File: src/rtl/core/askr_pkg.sv
package askr_pkg;
  typedef enum logic [1:0] {
    CMD_PRESS = 2'd0, CMD_RELEASE = 2'd1, CMD_TICK = 2'd2, CMD_OTHER = 2'd3
  } cmd_e;
  typedef enum logic [1:0] {
    MODE_IDLE = 2'd0, MODE_PENDING = 2'd1, MODE_NORMAL = 2'd2, MODE_SHIFTED = 2'd3
  } mode_e;
  typedef enum logic [2:0] {
    CFG_ENABLE = 3'd0, CFG_HOLD = 3'd1, CFG_LETTERS = 3'd2, CFG_DIGITS = 3'd3,
    CFG_PUNCT = 3'd4
  } cfg_e;
  localparam logic [9:0] HoldMax = 10'd1000;
  localparam logic [9:0] HoldReset = 10'd175;
  // Classified command passed from front to back.
  typedef struct packed {
    cmd_e        cmd;
    logic        shiftable;
    logic [7:0]  key;
    logic [15:0] code;
    logic        remote;
  } op_t;
  // One result word.
  typedef struct packed {
    logic        kind;
    logic [15:0] code;
    logic        pressed;
    logic        shifted;
    logic        remote;
    logic        accepted;
    logic        last;
  } res_t;
  function automatic logic usage_shiftable(input logic [7:0] u, input logic let_en,
                                            input logic dig_en, input logic pun_en);
    logic r;
    r = (let_en && u >= 8'h04 && u <= 8'h1D) || (dig_en && u >= 8'h1E && u <= 8'h27) ||
        (pun_en && ((u >= 8'h2D && u <= 8'h31) || (u >= 8'h33 && u <= 8'h38)));
    return r;
  endfunction
endpackage

File: src/rtl/core/askr_fifo.sv
module askr_fifo import askr_pkg::*; #(
  parameter int Width = 8,
  parameter int Depth = 2
) (
  input  logic             clk_i,
  input  logic             rst_ni,
  input  logic             push_i,
  input  logic [Width-1:0] data_i,
  output logic             full_o,
  input  logic             pop_i,
  output logic [Width-1:0] data_o,
  output logic             empty_o
);
  localparam int Aw = (Depth > 1) ? $clog2(Depth) : 1;
  logic [Width-1:0] mem_q [Depth];
  logic [Aw-1:0] wp_q, rp_q;
  logic [Aw:0] cnt_q;
  logic do_push, do_pop;
  assign full_o  = (cnt_q == (Aw+1)'(Depth));
  assign empty_o = (cnt_q == '0);
  assign do_push = push_i && !full_o;
  assign do_pop  = pop_i && !empty_o;
  assign data_o  = mem_q[rp_q];
  always_ff @(posedge clk_i) begin
    if (do_push) mem_q[wp_q] <= data_i;
  end
  always_ff @(posedge clk_i or negedge rst_ni) begin
    if (!rst_ni) begin
      wp_q <= '0; rp_q <= '0; cnt_q <= '0;
    end else begin
      if (do_push) wp_q <= (wp_q == Aw'(Depth - 1)) ? '0 : wp_q + 1'b1;
      if (do_pop)  rp_q <= (rp_q == Aw'(Depth - 1)) ? '0 : rp_q + 1'b1;
      cnt_q <= cnt_q + (Aw+1)'(do_push) - (Aw+1)'(do_pop);
    end
  end
endmodule

File: src/rtl/core/askr_front.sv
module askr_front import askr_pkg::*; (
  input  logic        clk_i,
  input  logic        rst_ni,
  input  logic        cfg_valid,
  output logic        cfg_ready,
  input  logic [2:0]  cfg_index_i,
  input  logic [31:0] cfg_data_i,
  input  logic [1:0]  cmd_i,
  input  logic [7:0]  key_number_i,
  input  logic [15:0] key_code_i,
  input  logic        code_is_basic_i,
  input  logic [7:0]  usage_code_i,
  input  logic        code_is_modifier_i,
  input  logic        from_remote_i,
  output op_t         op_o,
  output logic        enable_o,
  output logic [9:0]  hold_o
);
  logic en_q, let_q, dig_q, pun_q;
  logic [9:0] hold_q;
  logic [9:0] hv;
  assign cfg_ready = 1'b1;
  assign hv = cfg_data_i[9:0];
  always_ff @(posedge clk_i or negedge rst_ni) begin
    if (!rst_ni) begin
      en_q <= 1'b1; let_q <= 1'b1; dig_q <= 1'b1; pun_q <= 1'b1; hold_q <= HoldReset;
    end else if (cfg_valid) begin
      unique case (cfg_index_i)
        CFG_ENABLE:  en_q <= cfg_data_i[0];
        CFG_HOLD:    if (hv != '0 && hv <= HoldMax) hold_q <= hv;
        CFG_LETTERS: let_q <= cfg_data_i[0];
        CFG_DIGITS:  dig_q <= cfg_data_i[0];
        CFG_PUNCT:   pun_q <= cfg_data_i[0];
        default: ;
      endcase
    end
  end
  assign enable_o = en_q;
  assign hold_o = hold_q;
  always_comb begin
    op_o.cmd = cmd_e'(cmd_i);
    op_o.shiftable = en_q && code_is_basic_i && !code_is_modifier_i &&
                     usage_shiftable(usage_code_i, let_q, dig_q, pun_q);
    op_o.key = key_number_i;
    op_o.code = key_code_i;
    op_o.remote = from_remote_i;
  end
endmodule

File: src/rtl/core/askr_back.sv
module askr_back import askr_pkg::*; #(
  parameter int Slots = 8
) (
  input  logic       clk_i,
  input  logic       rst_ni,
  input  logic       enable_i,
  input  logic [9:0] hold_i,
  input  op_t        op_i,
  input  logic       op_empty_i,
  output logic       op_pop_o,
  output res_t       res_o,
  output logic       res_push_o,
  input  logic       res_full_i
);
  localparam int Sw = (Slots > 1) ? $clog2(Slots) : 1;
  typedef enum logic [3:0] {
    ST_IDLE = 4'b0001, ST_SCAN = 4'b0010, ST_FIN = 4'b0100, ST_ACK = 4'b1000
  } state_e;
  state_e st_q, st_d;
  mode_e mode_q [Slots];
  logic [7:0] key_q [Slots];
  logic [15:0] code_q [Slots];
  logic rem_q [Slots];
  logic [31:0] pt_q [Slots];
  logic [31:0] now_q;
  logic [Sw-1:0] idx_q;
  logic [Sw:0] free_q, found_q;   // MSB set means none
  logic acc_q;
  logic last_idx, emit, cur_pending, hit, elapsed_ok;
  logic [31:0] elapsed;
  op_t op;
  assign op = op_i;
  assign last_idx = (idx_q == Sw'(Slots - 1));
  assign cur_pending = (mode_q[idx_q] == MODE_PENDING);
  assign elapsed = now_q - pt_q[idx_q];
  assign elapsed_ok = elapsed >= {22'd0, hold_i};
  assign hit = (mode_q[idx_q] != MODE_IDLE) && key_q[idx_q] == op.key;
  always_comb begin
    emit = 1'b0;
    unique case (op.cmd)
      CMD_PRESS:   emit = op.shiftable && cur_pending && key_q[idx_q] != op.key;
      CMD_RELEASE: emit = 1'b0;
      CMD_TICK:    emit = enable_i && cur_pending && elapsed_ok;
      CMD_OTHER:   emit = cur_pending;
      default:     emit = 1'b0;
    endcase
  end
  always_comb begin
    res_o = '0;
    res_push_o = 1'b0;
    op_pop_o = 1'b0;
    st_d = st_q;
    unique case (st_q)
      ST_IDLE: if (!op_empty_i) st_d = ST_SCAN;
      ST_SCAN: begin
        if (emit) begin
          res_o.code = code_q[idx_q];
          res_o.pressed = 1'b1;
          res_o.shifted = (op.cmd == CMD_TICK);
          res_o.remote = rem_q[idx_q];
          res_push_o = !res_full_i;
        end
        if ((!emit || !res_full_i) && last_idx) st_d = ST_FIN;
      end
      ST_FIN: begin
        if (op.cmd == CMD_RELEASE && !found_q[Sw]) begin
          res_o.code = code_q[found_q[Sw-1:0]];
          res_o.pressed = (mode_q[found_q[Sw-1:0]] == MODE_PENDING);
          res_o.shifted = (mode_q[found_q[Sw-1:0]] == MODE_SHIFTED);
          res_o.remote = rem_q[found_q[Sw-1:0]];
          res_push_o = !res_full_i;
          if (!res_full_i && mode_q[found_q[Sw-1:0]] != MODE_PENDING) st_d = ST_ACK;
        end else begin
          st_d = ST_ACK;
        end
      end
      ST_ACK: begin
        res_o.kind = 1'b1;
        res_o.accepted = acc_q;
        res_o.last = 1'b1;
        res_push_o = !res_full_i;
        op_pop_o = !res_full_i;
        if (!res_full_i) st_d = ST_IDLE;
      end
      default: st_d = ST_IDLE;
    endcase
  end
  always_ff @(posedge clk_i or negedge rst_ni) begin
    if (!rst_ni) begin
      st_q <= ST_IDLE; idx_q <= '0; free_q <= '1; found_q <= '1; acc_q <= 1'b0;
      now_q <= '0;
      for (int i = 0; i < Slots; i++) begin
        mode_q[i] <= MODE_IDLE; key_q[i] <= '0; code_q[i] <= '0; rem_q[i] <= 1'b0;
        pt_q[i] <= '0;
      end
    end else begin
      st_q <= st_d;
      unique case (st_q)
        ST_IDLE: if (!op_empty_i) begin
          idx_q <= '0; free_q <= '1; found_q <= '1; acc_q <= 1'b0;
          if (op.cmd == CMD_TICK) now_q <= now_q + 32'd1;
        end
        ST_SCAN: if (!emit || !res_full_i) begin
          if (emit) mode_q[idx_q] <= (op.cmd == CMD_TICK) ? MODE_SHIFTED : MODE_NORMAL;
          if (mode_q[idx_q] == MODE_IDLE && free_q[Sw]) free_q <= {1'b0, idx_q};
          if (hit && found_q[Sw]) found_q <= {1'b0, idx_q};
          if (!last_idx) idx_q <= idx_q + 1'b1;
        end
        ST_FIN: begin
          if (op.cmd == CMD_PRESS && op.shiftable && !free_q[Sw]) begin
            mode_q[free_q[Sw-1:0]] <= MODE_PENDING;
            key_q[free_q[Sw-1:0]] <= op.key;
            code_q[free_q[Sw-1:0]] <= op.code;
            rem_q[free_q[Sw-1:0]] <= op.remote;
            pt_q[free_q[Sw-1:0]] <= now_q;
            acc_q <= 1'b1;
          end
          if (op.cmd == CMD_RELEASE && !found_q[Sw] && !res_full_i) begin
            if (mode_q[found_q[Sw-1:0]] == MODE_PENDING) begin
              mode_q[found_q[Sw-1:0]] <= MODE_NORMAL;
            end else begin
              mode_q[found_q[Sw-1:0]] <= MODE_IDLE;
              key_q[found_q[Sw-1:0]] <= '0;
              code_q[found_q[Sw-1:0]] <= '0;
              rem_q[found_q[Sw-1:0]] <= 1'b0;
              pt_q[found_q[Sw-1:0]] <= '0;
              acc_q <= 1'b1;
            end
          end
        end
        default: ;
      endcase
    end
  end
endmodule

File: src/rtl/core/auto_shift_key_resolver_unit.sv
// Auto shift tap/hold resolver.
// Input channel: queue style, push with full; a word is taken when push
// is high and full low. Fields: cmd, key number, keycode, class flags.
// Result channel: queue style, empty with pop; the oldest result stays on
// the result ports while empty is low and leaves on pop.
// Config channel: cfg_valid/cfg_ready with index and data, always ready.
// Each command produces zero or more key events followed by one acknowledge
// word with last set.
// Flow: a front queue holds two commands; the back scans the slot table
// one slot a cycle while no event waits on a full result queue, then
// finishes and acknowledges, and starts the next command only after the
// acknowledge word is pushed.
// Reset clears the slot table, the millisecond clock, both queues and the
// config registers to their defaults; no clearing pass is needed.
// When the receiver stalls, the result queue fills, the back halts mid scan,
// and full rises once the command queue is full too; nothing is dropped.
module auto_shift_key_resolver_unit import askr_pkg::*; #(
  parameter int SLOTS = 8
) (
  input  logic        clk_i,
  input  logic        rst_ni,
  input  logic        push,
  output logic        full,
  input  logic [1:0]  cmd_i,
  input  logic [7:0]  key_number_i,
  input  logic [15:0] key_code_i,
  input  logic        code_is_basic_i,
  input  logic [7:0]  usage_code_i,
  input  logic        code_is_modifier_i,
  input  logic        from_remote_i,
  input  logic        cfg_valid,
  output logic        cfg_ready,
  input  logic [2:0]  cfg_index_i,
  input  logic [31:0] cfg_data_i,
  output logic        empty,
  input  logic        pop,
  output logic        kind_o,
  output logic [15:0] event_code_o,
  output logic        event_pressed_o,
  output logic        event_shifted_o,
  output logic        event_remote_o,
  output logic        accepted_o,
  output logic        last_o
);
  op_t op_in, op_out;
  res_t res_in, res_out;
  logic enable, op_empty, op_pop, res_push, res_full;
  logic [9:0] hold;

  // Classify and hold config.
  askr_front u_front (
    .clk_i, .rst_ni, .cfg_valid, .cfg_ready, .cfg_index_i, .cfg_data_i,
    .cmd_i, .key_number_i, .key_code_i, .code_is_basic_i, .usage_code_i,
    .code_is_modifier_i, .from_remote_i,
    .op_o(op_in), .enable_o(enable), .hold_o(hold)
  );

  // Decouple front from back.
  askr_fifo #(.Width($bits(op_t)), .Depth(2)) u_opq (
    .clk_i, .rst_ni, .push_i(push), .data_i(op_in), .full_o(full),
    .pop_i(op_pop), .data_o(op_out), .empty_o(op_empty)
  );

  askr_back #(.Slots(SLOTS)) u_back (
    .clk_i, .rst_ni, .enable_i(enable), .hold_i(hold), .op_i(op_out),
    .op_empty_i(op_empty), .op_pop_o(op_pop), .res_o(res_in),
    .res_push_o(res_push), .res_full_i(res_full)
  );

  // Hold results until popped.
  askr_fifo #(.Width($bits(res_t)), .Depth(2)) u_resq (
    .clk_i, .rst_ni, .push_i(res_push), .data_i(res_in), .full_o(res_full),
    .pop_i(pop), .data_o(res_out), .empty_o(empty)
  );

  assign kind_o          = res_out.kind;
  assign event_code_o    = res_out.code;
  assign event_pressed_o = res_out.pressed;
  assign event_shifted_o = res_out.shifted;
  assign event_remote_o  = res_out.remote;
  assign accepted_o      = res_out.accepted;
  assign last_o          = res_out.last;
endmodule

File: config.mk
export PLATFORM = sky130hd
export DESIGN_NAME = auto_shift_key_resolver_unit
export DESIGN_NICKNAME = d
export VERILOG_FILES = /design/src/rtl/core/askr_pkg.sv /design/src/rtl/core/askr_fifo.sv /design/src/rtl/core/askr_front.sv /design/src/rtl/core/askr_back.sv /design/src/rtl/core/auto_shift_key_resolver_unit.sv
export SDC_FILE = /design/constraint.sdc
export NUM_CORES = 1
export LEC_CHECK = 0
export ABC_AREA = 1
export BUFFER_PORTS_ARGS = -buffer_cell sky130_fd_sc_hd__buf_2
export CAP_MARGIN = 0
export CORE_UTILIZATION = 52
export CTS_CLUSTER_DIAMETER = 120
export DETAILED_ROUTE_END_ITERATION = 10
export HOLD_SLACK_MARGIN = 0.15
export PLACE_DENSITY = 0.68
export SETUP_SLACK_MARGIN = 0.02
export SLEW_MARGIN = 20
export SYNTH_ARGS = -nofsm -noshare
export SYNTH_HDL_FRONTEND = slang
export SYNTH_HIERARCHICAL = 1
export SYNTH_SLANG_ARGS = --single-unit
export TNS_END_PERCENT = 50
File: constraint.sdc
create_clock -name clk_i -period 17.8 [get_ports clk_i]
set_clock_uncertainty 0.15 [all_clocks]
set_input_delay 3.56 -clock clk_i [delete_from_list [all_inputs] [get_ports clk_i]]
set_output_delay 3.56 -clock clk_i [all_outputs]
set_load 0.01 [all_outputs]
; Yosys cells after proc, flatten, opt, wreduce, memory -nomap -nowiden
; Memory sizes are Yosys's and may differ from the RTL's.
; Index checks and enable logic that the tools add are counted.
[word_totals]
reg_bits = 542
ram_bits = 100
inputBits = 77
output_inout_bits = 25
word_cells = 315
n_memories = 2
[mem_list]
columns = memory, words, width, read_ports, rd_ports_with_merged_regs, wr, line
row1 = u_opq.mem_q, 2, 28, 1, 0, 1, askr_fifo.sv:15  ; logic [Width-1:0] mem_q [Depth];
row2 = u_resq.mem_q, 2, 22, 1, 0, 1, askr_fifo.sv:15
[classes]
addsub = 11
magnitude_cmp = 16
eq_ne = 29
mux = 115
n_bitwise = 20
reduce_logical = 65
[ops]
columns = op, count
row1 = 2-to-1 mux 256 bit, 4
row2 = 2-to-1 mux 128 bit, 4
row3 = bitwise AND 256 bit, 1
row4 = bitwise mux 256 bit, 1
row5 = 2-to-1 mux 64 bit, 4
row6 = inverter 256 bit, 1
row7 = demux 32 bit (select 3 bit), 2
row8 = 2-to-1 mux 16 bit, 12
row9 = bitwise AND 128 bit, 1
row10 = bitwise mux 128 bit, 1
row11 = 2-to-1 mux 32 bit, 4
row12 = inverter 128 bit, 1
row13 = binary-select mux 16 bit (select 3 bit), 2
row14 = binary-select mux 32 bit (select 3 bit), 1
row15 = demux 16 bit (select 3 bit), 2
row16 = bitwise AND 64 bit, 1
row17 = bitwise mux 64 bit, 1
row18 = 2-to-1 mux 8 bit, 8
row19 = inverter 64 bit, 1
row20 = demux 8 bit (select 3 bit), 2
row21 = 2-to-1 mux 4 bit, 10
row22 = 2-to-1 mux 19 bit, 2
row23 = one-hot mux 19 bit (2 select lines), 1
row24 = "adder 32 x 1 -> 32 bit, second input constant", 1
row25 = other kinds (62), 188

; Logic depth before layout (Yosys ltp)
; Gate-level depths: netlist of the first run.
[logic_depth]
depth_word = 13
ltp_mapped = 39
mapped_depth_nobuf = 36

; Modules after synthesis
; Netlist of the first run, hierarchy kept.
[by_module_without_submodules]
columns = mod, instances, cells_per_inst, area_per_inst_um2, seq_area_each_um2
row1 = askr_back, 1, 4054, 30628.1, 13023.7
row2 = askr_fifo (u_opq), 1, 180, 2278.4, 1781.7
row3 = askr_fifo (u_resq), 1, 148, 1840.5, 1421.4
row4 = askr_front, 1, 146, 1077.3, 362.8

; Least setup slack after synthesis of the first run
; OpenSTA, ideal clock, no wires.
[synth_path]
path_type = register to register
start = register u_back.idx_q[0]
end = memory u_resq/mem_q[1][0] in the netlist's numbering, enable pin
setup_ns = 0.401
t_arrival_ns = 5.067
required_ns = 17.249
path_slack_ns = 12.182
path_stages_with_launch = 31
path_buffers = 3
period_less_slack_ns = 5.618
cell_sequence = dfrtp_1 -> buf_4 -> nand2_2 -> buf_2 -> buf_1 -> o22ai_1 -> or4_1 -> ha_1 -> fa_1 -> inv_1 -> nand2_1 -> nand2_1 -> and2_1 -> xor2_1 -> ha_1 -> nand4_1 -> nor3_1 -> nor2_1 -> nand2_1 -> nand2_1 -> nand3_1 -> nor2_1 -> nand3_1 -> nor3_1 -> nand2_1 -> nand2_1 -> nand2_4 -> nand3_4 -> nand2_1 -> nand2_1 -> nor2_1
[synth_via]
elab_chain_cells = 13
word_cells_on_any_way = 24
classes_between = add/sub (1) / order compare (1) / eq/ne (2) / mux (14) / bitwise (1) / reduce/logical (5)
[synth_rtl]
columns = element, line
row1 = start: declaration, askr_back.sv:26  ; logic [Sw-1:0] idx_q;
row2 = start signal: assignment, askr_back.sv:107  ; if (!last_idx) idx_q <= idx_q + 1'b1;
row3 = inverter 3 -> 4 bit (implied by the code) *, "askr_back.sv:34, askr_back.sv:35, askr_back.sv:41"
row4 = binary-select mux 32 bit (select 3 bit) / binary-select mux 2 bit (select 3 bit) (equally long branches), "askr_back.sv:35, askr_back.sv:34"
row5 = 2-to-1 mux 32 bit (implied by the code) / 2-to-1 mux 2 bit (equally long branches) (2 in a row), "askr_back.sv:35, askr_back.sv:34"
row6 = subtractor 32 bit / == test 2 x 1 -> 1 bit (equally long branches), "askr_back.sv:35, askr_back.sv:34"
row7 = greater-or-equal comparator 32 x 10 -> 1 bit (tied with other cells), askr_back.sv:36  ; assign elapsed_ok = elapsed >= {22'd0, hold_i};
row8 = logical AND 1 bit (on tied branches), "askr_back.sv:43, askr_back.sv:41"
row9 = one-hot mux 1 bit (4 select lines) *, askr_back.sv:40  ; unique case (op.cmd)
row10 = 2-to-1 mux 1 bit *, askr_back.sv:56  ; if (emit) begin
row11 = one-hot mux 1 bit (3 select lines) *, askr_back.sv:53  ; unique case (st_q)
row12 = net res_push, auto_shift_key_resolver_unit.sv:47  ; logic enable, op_empty, op_pop, res_push, res_full;
row13 = logical AND 1 bit *, askr_fifo.sv:21  ; assign do_push = push_i && !full_o;
row14 = 2-to-1 mux 1 bit *, askr_fifo.sv:25  ; if (do_push) mem_q[wp_q] <= data_i;
row15 = 2-to-1 mux 1 bit (implied by the code) *, askr_fifo.sv:25
row16 = end: declaration, askr_fifo.sv:15
; The timed path passes the listed nets; every way through them passes the cells marked *. The select of a mux whose other input is x is not followed.

==> summary.md, run 1 <==
| Metric | Value |
|---|---|
| Nets | `4540` |
| Final-report setup violation count | `0` |
| Setup crit end kind | `register` |
| R2R Setup Slk | `9.88 ns` |
| Post-synth ARST share | `84.4%` |
| Avg WL per Cell | `21.6 um` |
| Final HPWL DP | `67400 um` |
| Tcrit/Tclk final | `44.5%` |
| Critical Path AT | `8.04 ns` |
| Residual DRC | `0` |
| Global-route wire length before repair | `177000 um` |
| TritonCTS clock tree | `done` |
| Number of synthesized register bits | `642` |
| GR Util All Layers | `33.1%` |
| Post-CTS Setup Inserts | `0` |
| Min-delay src | `u_front/hold_o[1]$_DFFE_PN1P_` |
| Setup TNS | `0 ns` |
| Routability Congestion | `0.939` |
| Final Hold Fails | `0` |
| Crit start category | `register` |
| Yosys top cell area share | `36.5%` |
| Cell taking the most area after synthesis | `dfrtp_1` |
| Worst slew margin | `22.8%` |
| Crit Path Max Fanout | `31` |
| Post-Syn Nets | `4656` |
| Port buffer count | `78` |
| Sequential fraction of the synthesis area | `46.3%` |
| Largest net degree at the start of global routing | `166` |
| Min Tclk post-route | `7.92 ns` |
| Family with the most delay on the worst path | `simple AND/OR/NAND/NOR gates` |
| Hold path endpoint | `u_front/hold_o[1]$_DFFE_PN1P_` |
| Post-synth top cells | `nand2_1 (1020), inv_1 (971), dfrtp_1 (523), o211ai_1 (343), nor2_1 (248)` |
| Max Cap Viol | `0` |
| R2r worst-path depth | `27` |
| Remaining antenna violation count after routing | `0` |
| EDFF count, synth | `100` |
| Initial DRC count | `3701` |
| Synth Warn # | `6` |
| Hold depth | `2` |
| Fmax | `0.126 GHz` |
| Worst Hold Class | `reg -> reg` |
| Grt ovf | `0` |
| Worst path most repeated cell | `nand2_1` |
| Status | `finished, final reports clean` |
| Crit path kind | `reg -> reg` |
| Fillers | `6104` |
| CTS max path bufs | `3` |
| Worst-path clk slew | `0.06 ns` |
| Floorplan core area | `67600 um^2` |
| Cts bufs inserted | `73` |
| R2r endpoint | `u_resq/mem_q[1][19]$_DFFE_PP_` |
| RSZ-0062 raised after global routing | `false` |
| Root buf cell | `clkbuf_16` |
| Cells after Synth | `4528` |
| H-tree lvl count | `3` |
| Die X | `264 um` |
| Initial Util | `53.0%` |
| Total number of vias | `31200` |
| Cell Rows | `95` |
| Actual slew at the worst max-slew pin | `1.15 ns` |
| Drt via density | `5.85` |
| CP max stage cell | `dfrtp_1` |
| Lkg Pwr | `21.8 nW` |
| Synthesized area per cell | `7.91 um^2` |
| Vias in the first global route | `29600` |
| I/O pin count | `102` |
| Cts repair resizes | `0` |
| CP bufs+invs | `3` |
| Cell with the most instances after synthesis | `nand2_1` |
| CTS Hold Bufs | `0` |
| R2r startpoint | `u_back/idx_q[0]$_DFFE_PN0P_` |
| Max VDD drop | `0.000113 V` |
| Synth cell types | `59` |
| Area Overhead vs Synth | `8.17%` |
| Full die area | `69900 um^2` |
| Chip height | `264 um` |
| PnR worst setup slack | `9.88 ns` |
| CP Data Required Time | `17.92 ns` |
| Worst slack at placement | `10.10 ns` |
| Register Area | `16600 um^2` |
| Final wirelength | `115000 um` |
| Final Slew Violations | `0` |
| Antenna violations before repair | `3` |
| Multi-input logic area | `14100 um^2` |
| Worst-Skew Late Latency | `0.64 ns` |
| Top_reg_cell synth | `dfrtp_1` |
| Clock sink count | `642` |
| Synthesized cell area | `35800 um^2` |
| DRT Pass-1 Iters | `7` |
| Largest cells by area after synthesis | `dfrtp_1 (37%), nand2_1 (11%), inv_1 (10%)` |
| Share of post-route cells with drive strength above 1 | `8.55%` |
| PwrDens | `149 nW/um^2` |
| Critical path's largest stage delay | `1.01 ns` |
-- worst max path at each step --
stage | start | to | slack (ns) | cells after the start
5_1_grt | u_back/idx_q[0]$_DFFE_PN0P_ | u_resq/mem_q[0][19]$_DFFE_PP_ | 9.56 | 27
3_3_place_gp | u_back/idx_q[0]$_DFFE_PN0P_ | u_resq/mem_q[1][16]$_DFFE_PP_ | 10.16 | 29
2_1_floorplan | u_back/idx_q[0]$_DFFE_PN0P_ | u_resq/mem_q[1][0]$_DFFE_PP_ | 12.18 | 30
6_report | u_back/idx_q[0]$_DFFE_PN0P_ | u_resq/mem_q[1][19]$_DFFE_PP_ | 9.88 | 27
3_5_place_dp | u_back/idx_q[0]$_DFFE_PN0P_ | u_resq/mem_q[1][20]$_DFFE_PP_ | 10.10 | 29
4_1_cts | u_back/idx_q[0]$_DFFE_PN0P_ | u_resq/mem_q[1][19]$_DFFE_PP_ | 10.11 | 29
-- flip-flops by register name, indices dropped and copies added (netlist names), 2 cells and up --
name and count:
u_back/code_q 128, u_back/rem_q 8, u_back/now_q 32, u_front/hold_o 10
u_back/st_q 4, u_resq/mem_q 44, u_opq/mem_q 56, u_back/mode_q 16
u_resq/cnt_q 2, u_back/pt_q 256, u_back/key_q 64, u_back/idx_q 3
u_back/found_q 4, u_opq/cnt_q 2, u_back/free_q 4
-- layout make-up --
| class | count | area share (%) |
|---|---|---|
| Clock inverter | 31 | 0.920 |
| Tap cell | 873 | 2.82 |
| Multi-Input combinational cell | 2566 | 36.3 |
| Sequential cell | 642 | 42.8 |
| Antenna cell | 2 | 0.0129 |
| Inverter | 1001 | 9.70 |
| Timing Repair Buffer | 128 | 2.03 |
| Clock buffer | 100 | 5.39 |
-- cells by family (layout without fill, tap and decap cells) --
| group | count (synthesis) | after routing | synth area share, % |
|---|---|---|---|
| other cells | 1 | 3 | 0.0105 |
| flops | 642 | 642 | 46.3 |
| xor+xnor | 42 | 42 | 1.03 |
| buf+inv | 1320 | 1260 | 14.8 |
| fa+ha+maj | 51 | 51 | 1.80 |
| compound gates | 892 | 892 | 17.2 |
| simple gates | 1580 | 1580 | 18.8 |
-- power by group --
group          switching, mW  internal (mW)  leakage, nW
combinational           1.49          0.715         12.3
sequential             0.192           1.84         8.34
clock                  0.650          0.890         1.20
total                   2.34           3.44         21.8
-- layout by cell type, fill, tap and decap left out, types with 58 or more instances in the layout --
cell and instances:
inv_1 970, edfxtp_1 100, clkbuf_16 73, nor2_1 243
a211oi_1 58, o21ai_0 76, buf_2 77, nand2_1 1012
nor3_1 73, nand3_1 103, o22ai_1 166, dfrtp_1 523
o211ai_1 343, a21oi_1 93
-- per-layer routing --
layer | GRT usage (%) | part of all wire (%) | vias to the layer above
met5 | 0 | 0.025 | -
met4 | 13.4 | 4.3 | 4
met3 | 7.97 | 12 | 379
met2 | 51.1 | 44 | 1707
met1 | 44.7 | 40 | 14700
li1 | - | - | 14400
-- worst reg2reg max path: stages (launching register included) --
cell and delay (ns):
dfrtp_1 1.01, nand3_2 0.62, buf_4 0.51, inv_2 0.72, a221oi_1 0.24, o2111ai_1 0.19
inv_1 0.12, ha_1 0.35, nand2_1 0.08, nand2_1 0.08, a21oi_1 0.14, nand2_1 0.14
xor2_1 0.18, ha_1 0.32, nand4_1 0.11, nor3_1 0.15, nor2_1 0.05, nand2_1 0.08
nand2_1 0.07, nand3_1 0.08, nor2_1 0.05, nand3_1 0.06, nor3_1 0.05, nand2_1 0.21
nand2_1 0.16, nand2_4 0.22, nand2_2 0.41, o21ai_0 1.01
-- per-stage QoR --
step / area [um^2] / cells / hold slack [ns] / util [%] / power, mW
2_1_floorplan: 35800 / 4528 / 0.292 / - / 3.61
3_3_place_gp: 36300 / 5210 / 0.303 / 53.7 / 4.17
3_5_place_dp: 36300 / 5210 / 0.307 / 53.7 / 4.21
4_1_cts: 38700 / 5341 / 0.314 / 57.3 / 5.76
5_1_grt: 38700 / 5341 / 0.325 / 57.3 / 6.15
6_report: 38800 / 5343 / 0.314 / 57.3 / 5.78
No activity file was read; power rests on OpenSTA's default activity.
==> run 2: changes to the inputs <==
clock period = 8.1 ns   (was 17.8 ns; I/O delays follow)
==> summary.md, run 2 (synthesized netlist as in run 1, its figures left out) <==
| Metric | Value |
|---|---|
| Util after Layout | `57.4% (+0.065 points)` |
| Avg WL per Cell | `21.5 um (-0.32%)` |
| Nets | `4552 (+0.26%)` |
| R2r startpoint | `u_back/idx_q[1]$_DFFE_PN0P_` |
| Busiest grt layer | `met2` |
| Residual DRC | `0 (unchanged)` |
| Antenna violations before repair | `1 (-2)` |
| Chip height | `264 um (unchanged)` |
| PwrDens | `325 nW/um^2 (+120%)` |
| Worst slew margin | `23.0% (+0.28 points)` |
| CP Data Required Time | `8.25 ns (-9.67 ns)` |
| CP max stage cell | `o21ai_1` |
| Drt via density | `5.83 (-0.31%)` |
| Worst-path clk slew | `0.06 ns (about the same)` |
| R2R Setup Slk | `1.09 ns (-8.79 ns)` |
| Largest net degree at the start of global routing | `166 (unchanged)` |
| Worst Hold Class | `reg -> reg` |
| CTS Hold Bufs | `0 (unchanged)` |
| Cts repair resizes | `0 (unchanged)` |
| H-tree lvl count | `3 (unchanged)` |
| Tcrit/Tclk final | `86.5% (+42 points)` |
| Status | `finished, final reports clean` |
| Port buffer count | `78 (unchanged)` |
| Actual slew at the worst max-slew pin | `1.15 ns (+0.0000672 ns)` |
| Min Tclk post-route | `7.01 ns (-0.910 ns)` |
| Worst slack at placement | `1.50 ns (-8.60 ns)` |
| Hold depth | `2 (unchanged)` |
| Initial DRC count | `3995 (+7.9%)` |
| Cts bufs inserted | `70 (-4.1%)` |
| Routing usage on met3 | `8.50% (+0.53 points)` |
| Crit Path Max Fanout | `30 (-3.2%)` |
| R2r endpoint | `u_resq/mem_q[0][6]$_DFFE_PP_` |
| Largest regs | `u_back/pt_q (256), u_back/code_q (128), u_back/key_q (64)` |
| Lkg Pwr | `21.9 nW (+0.11%)` |
| ANT cells | `0 (-2)` |
| Crit start category | `register` |
| Commonest non-fill, non-tap cells in the layout | `nand2_1 (1012), inv_1 (970), dfrtp_1 (523)` |
| Total number of vias | `31200 (-0.20%)` |
| Met2 usage | `50.5% (-0.64 points)` |
| Die X | `264 um (unchanged)` |
| Final wirelength | `115000 um (-0.21%)` |
| Vias in the first global route | `29500 (-0.42%)` |
| CTS max path bufs | `3 (unchanged)` |
| Max VDD drop | `0.000199 V (+76%)` |
| Full die area | `69900 um^2 (unchanged)` |
| Worst-Skew Late Latency | `0.63 ns (about the same)` |
| Post-CTS Setup Inserts | `0 (unchanged)` |
| Final-report setup violation count | `0 (unchanged)` |
| I/O pin count | `102 (unchanged)` |
| Hold path endpoint | `u_front/hold_o[7]$_DFFE_PN1P_` |
| PnR worst setup slack | `1.09 ns (-8.79 ns)` |
| RSZ-0062 raised after global routing | `false` |
| Root buf cell | `clkbuf_16` |
| Critical path's largest stage delay | `0.92 ns (-0.09 ns)` |
| Global-route wire length before repair | `177000 um (-0.15%)` |
| GR Util All Layers | `33.0% (-0.059 points)` |
| Cell Rows | `95 (unchanged)` |
| Top reg by flops | `u_back/pt_q` |
| Worst path most repeated cell | `nand2_1` |
| Critical Path AT | `7.15 ns (-0.89 ns)` |
| Final hold slack | `0.313 ns (-0.000490 ns)` |
| Most common cell after layout, fill and taps aside | `nand2_1` |
| Fillers | `6097 (-0.11%)` |
| Fmax | `0.143 GHz (+13%)` |
| Remaining antenna violation count after routing | `0 (unchanged)` |
| Final Hold Fails | `0 (unchanged)` |
| Met1 Use GR | `45.0% (+0.28 points)` |
| Final HPWL DP | `68800 um (+2.1%)` |
| DRT Pass-1 Iters | `8 (+1)` |
| Setup TNS | `0 ns (unchanged)` |
| Setup crit end kind | `register` |
| Share of post-route cells with drive strength above 1 | `8.53% (-0.015 points)` |
| Grt ovf | `0 (unchanged)` |
| Clock sink count | `642 (unchanged)` |
| Routability Congestion | `0.951 (+1.2%)` |
| Flip-flop count of the largest register after layout | `256 (unchanged)` |
| Floorplan core area | `67600 um^2 (unchanged)` |
| Crit path kind | `reg -> reg` |
| Max Cap Viol | `0 (unchanged)` |
| Min-delay src | `u_front/hold_o[7]$_DFFE_PN1P_` |
| TritonCTS clock tree | `done` |
| Final Slew Violations | `0 (unchanged)` |
| Initial Util | `53.0% (unchanged)` |
| R2r worst-path depth | `26 (-3.7%)` |
| Area Overhead vs Synth | `8.30%` |
[run 2: cell count changes in the layout (fill, tap and decap cells not counted), moves of 3 or more]
cell,delta
clkbuf_1,+3
clkbuf_16,-3
clkinv_2,-3
clkinv_1,+5
buf_4,+12
clkbuf_8,-8
[run 2: worst max-delay path by stage]
stage / cells after the start / from / end
4_1_cts: 26 / u_back/idx_q[1]$_DFFE_PN0P_ / u_resq/mem_q[0][5]$_DFFE_PP_
2_1_floorplan: 30 / u_back/idx_q[0]$_DFFE_PN0P_ / u_resq/mem_q[1][0]$_DFFE_PP_
3_5_place_dp: 26 / u_back/idx_q[1]$_DFFE_PN0P_ / u_resq/mem_q[0][5]$_DFFE_PP_
6_report: 26 / u_back/idx_q[1]$_DFFE_PN0P_ / u_resq/mem_q[0][6]$_DFFE_PP_
3_3_place_gp: 23 / u_back/idx_q[1]$_DFFE_PN0P_ / u_resq/mem_q[0][5]$_DFFE_PP_
5_1_grt: 26 / u_back/idx_q[1]$_DFFE_PN0P_ / u_resq/mem_q[0][13]$_DFFE_PP_
[run 2: critical path, delay by kind of cell, from the launching register on]
family	cells	cell delay, ns
compound gates	2	1.09
flops	1	0.77
xor+xnor	1	0.20
simple gates	16	2.72
fa+ha+maj	2	0.65
buf+inv	5	1.06
[run 2: metal layers]
metal	routed length [um]	part of all wire, %
met5	13	0.011
met4	4750	4.1
met3	14100	12
met2	50100	43
met1	46300	40
[run 2: layout make-up]
cell class | instances | area (um^2) | share of cell area (%)
Clock buffer | 92 | 1910 | 4.93
Clock inverter | 32 | 425 | 1.10
Inverter | 1001 | 3760 | 9.69
Multi-Input combinational cell | 2566 | 14100 | 36.3
Sequential cell | 642 | 16600 | 42.8
Tap cell | 873 | 1090 | 2.82
Timing Repair Buffer | 143 | 946 | 2.44
[run 2: power by group]
| part | switching [mW] | internal, mW |
|---|---|---|
| Clock | 1.40 | 1.88 |
| Combinational | 3.30 | 1.59 |
| Sequential | 0.410 | 4.04 |
| Total | 5.10 | 7.52 |
[run 2: metrics by stage]
step / instance area (um^2) / power (mW) / instances
2_1_floorplan: 35800 / 7.94 / 4528
3_3_place_gp: 36400 / 9.18 / 5224
3_5_place_dp: 36400 / 9.25 / 5224
4_1_cts: 38800 / 12.5 / 5348
5_1_grt: 38800 / 13.4 / 5349
6_report: 38800 / 12.6 / 5349
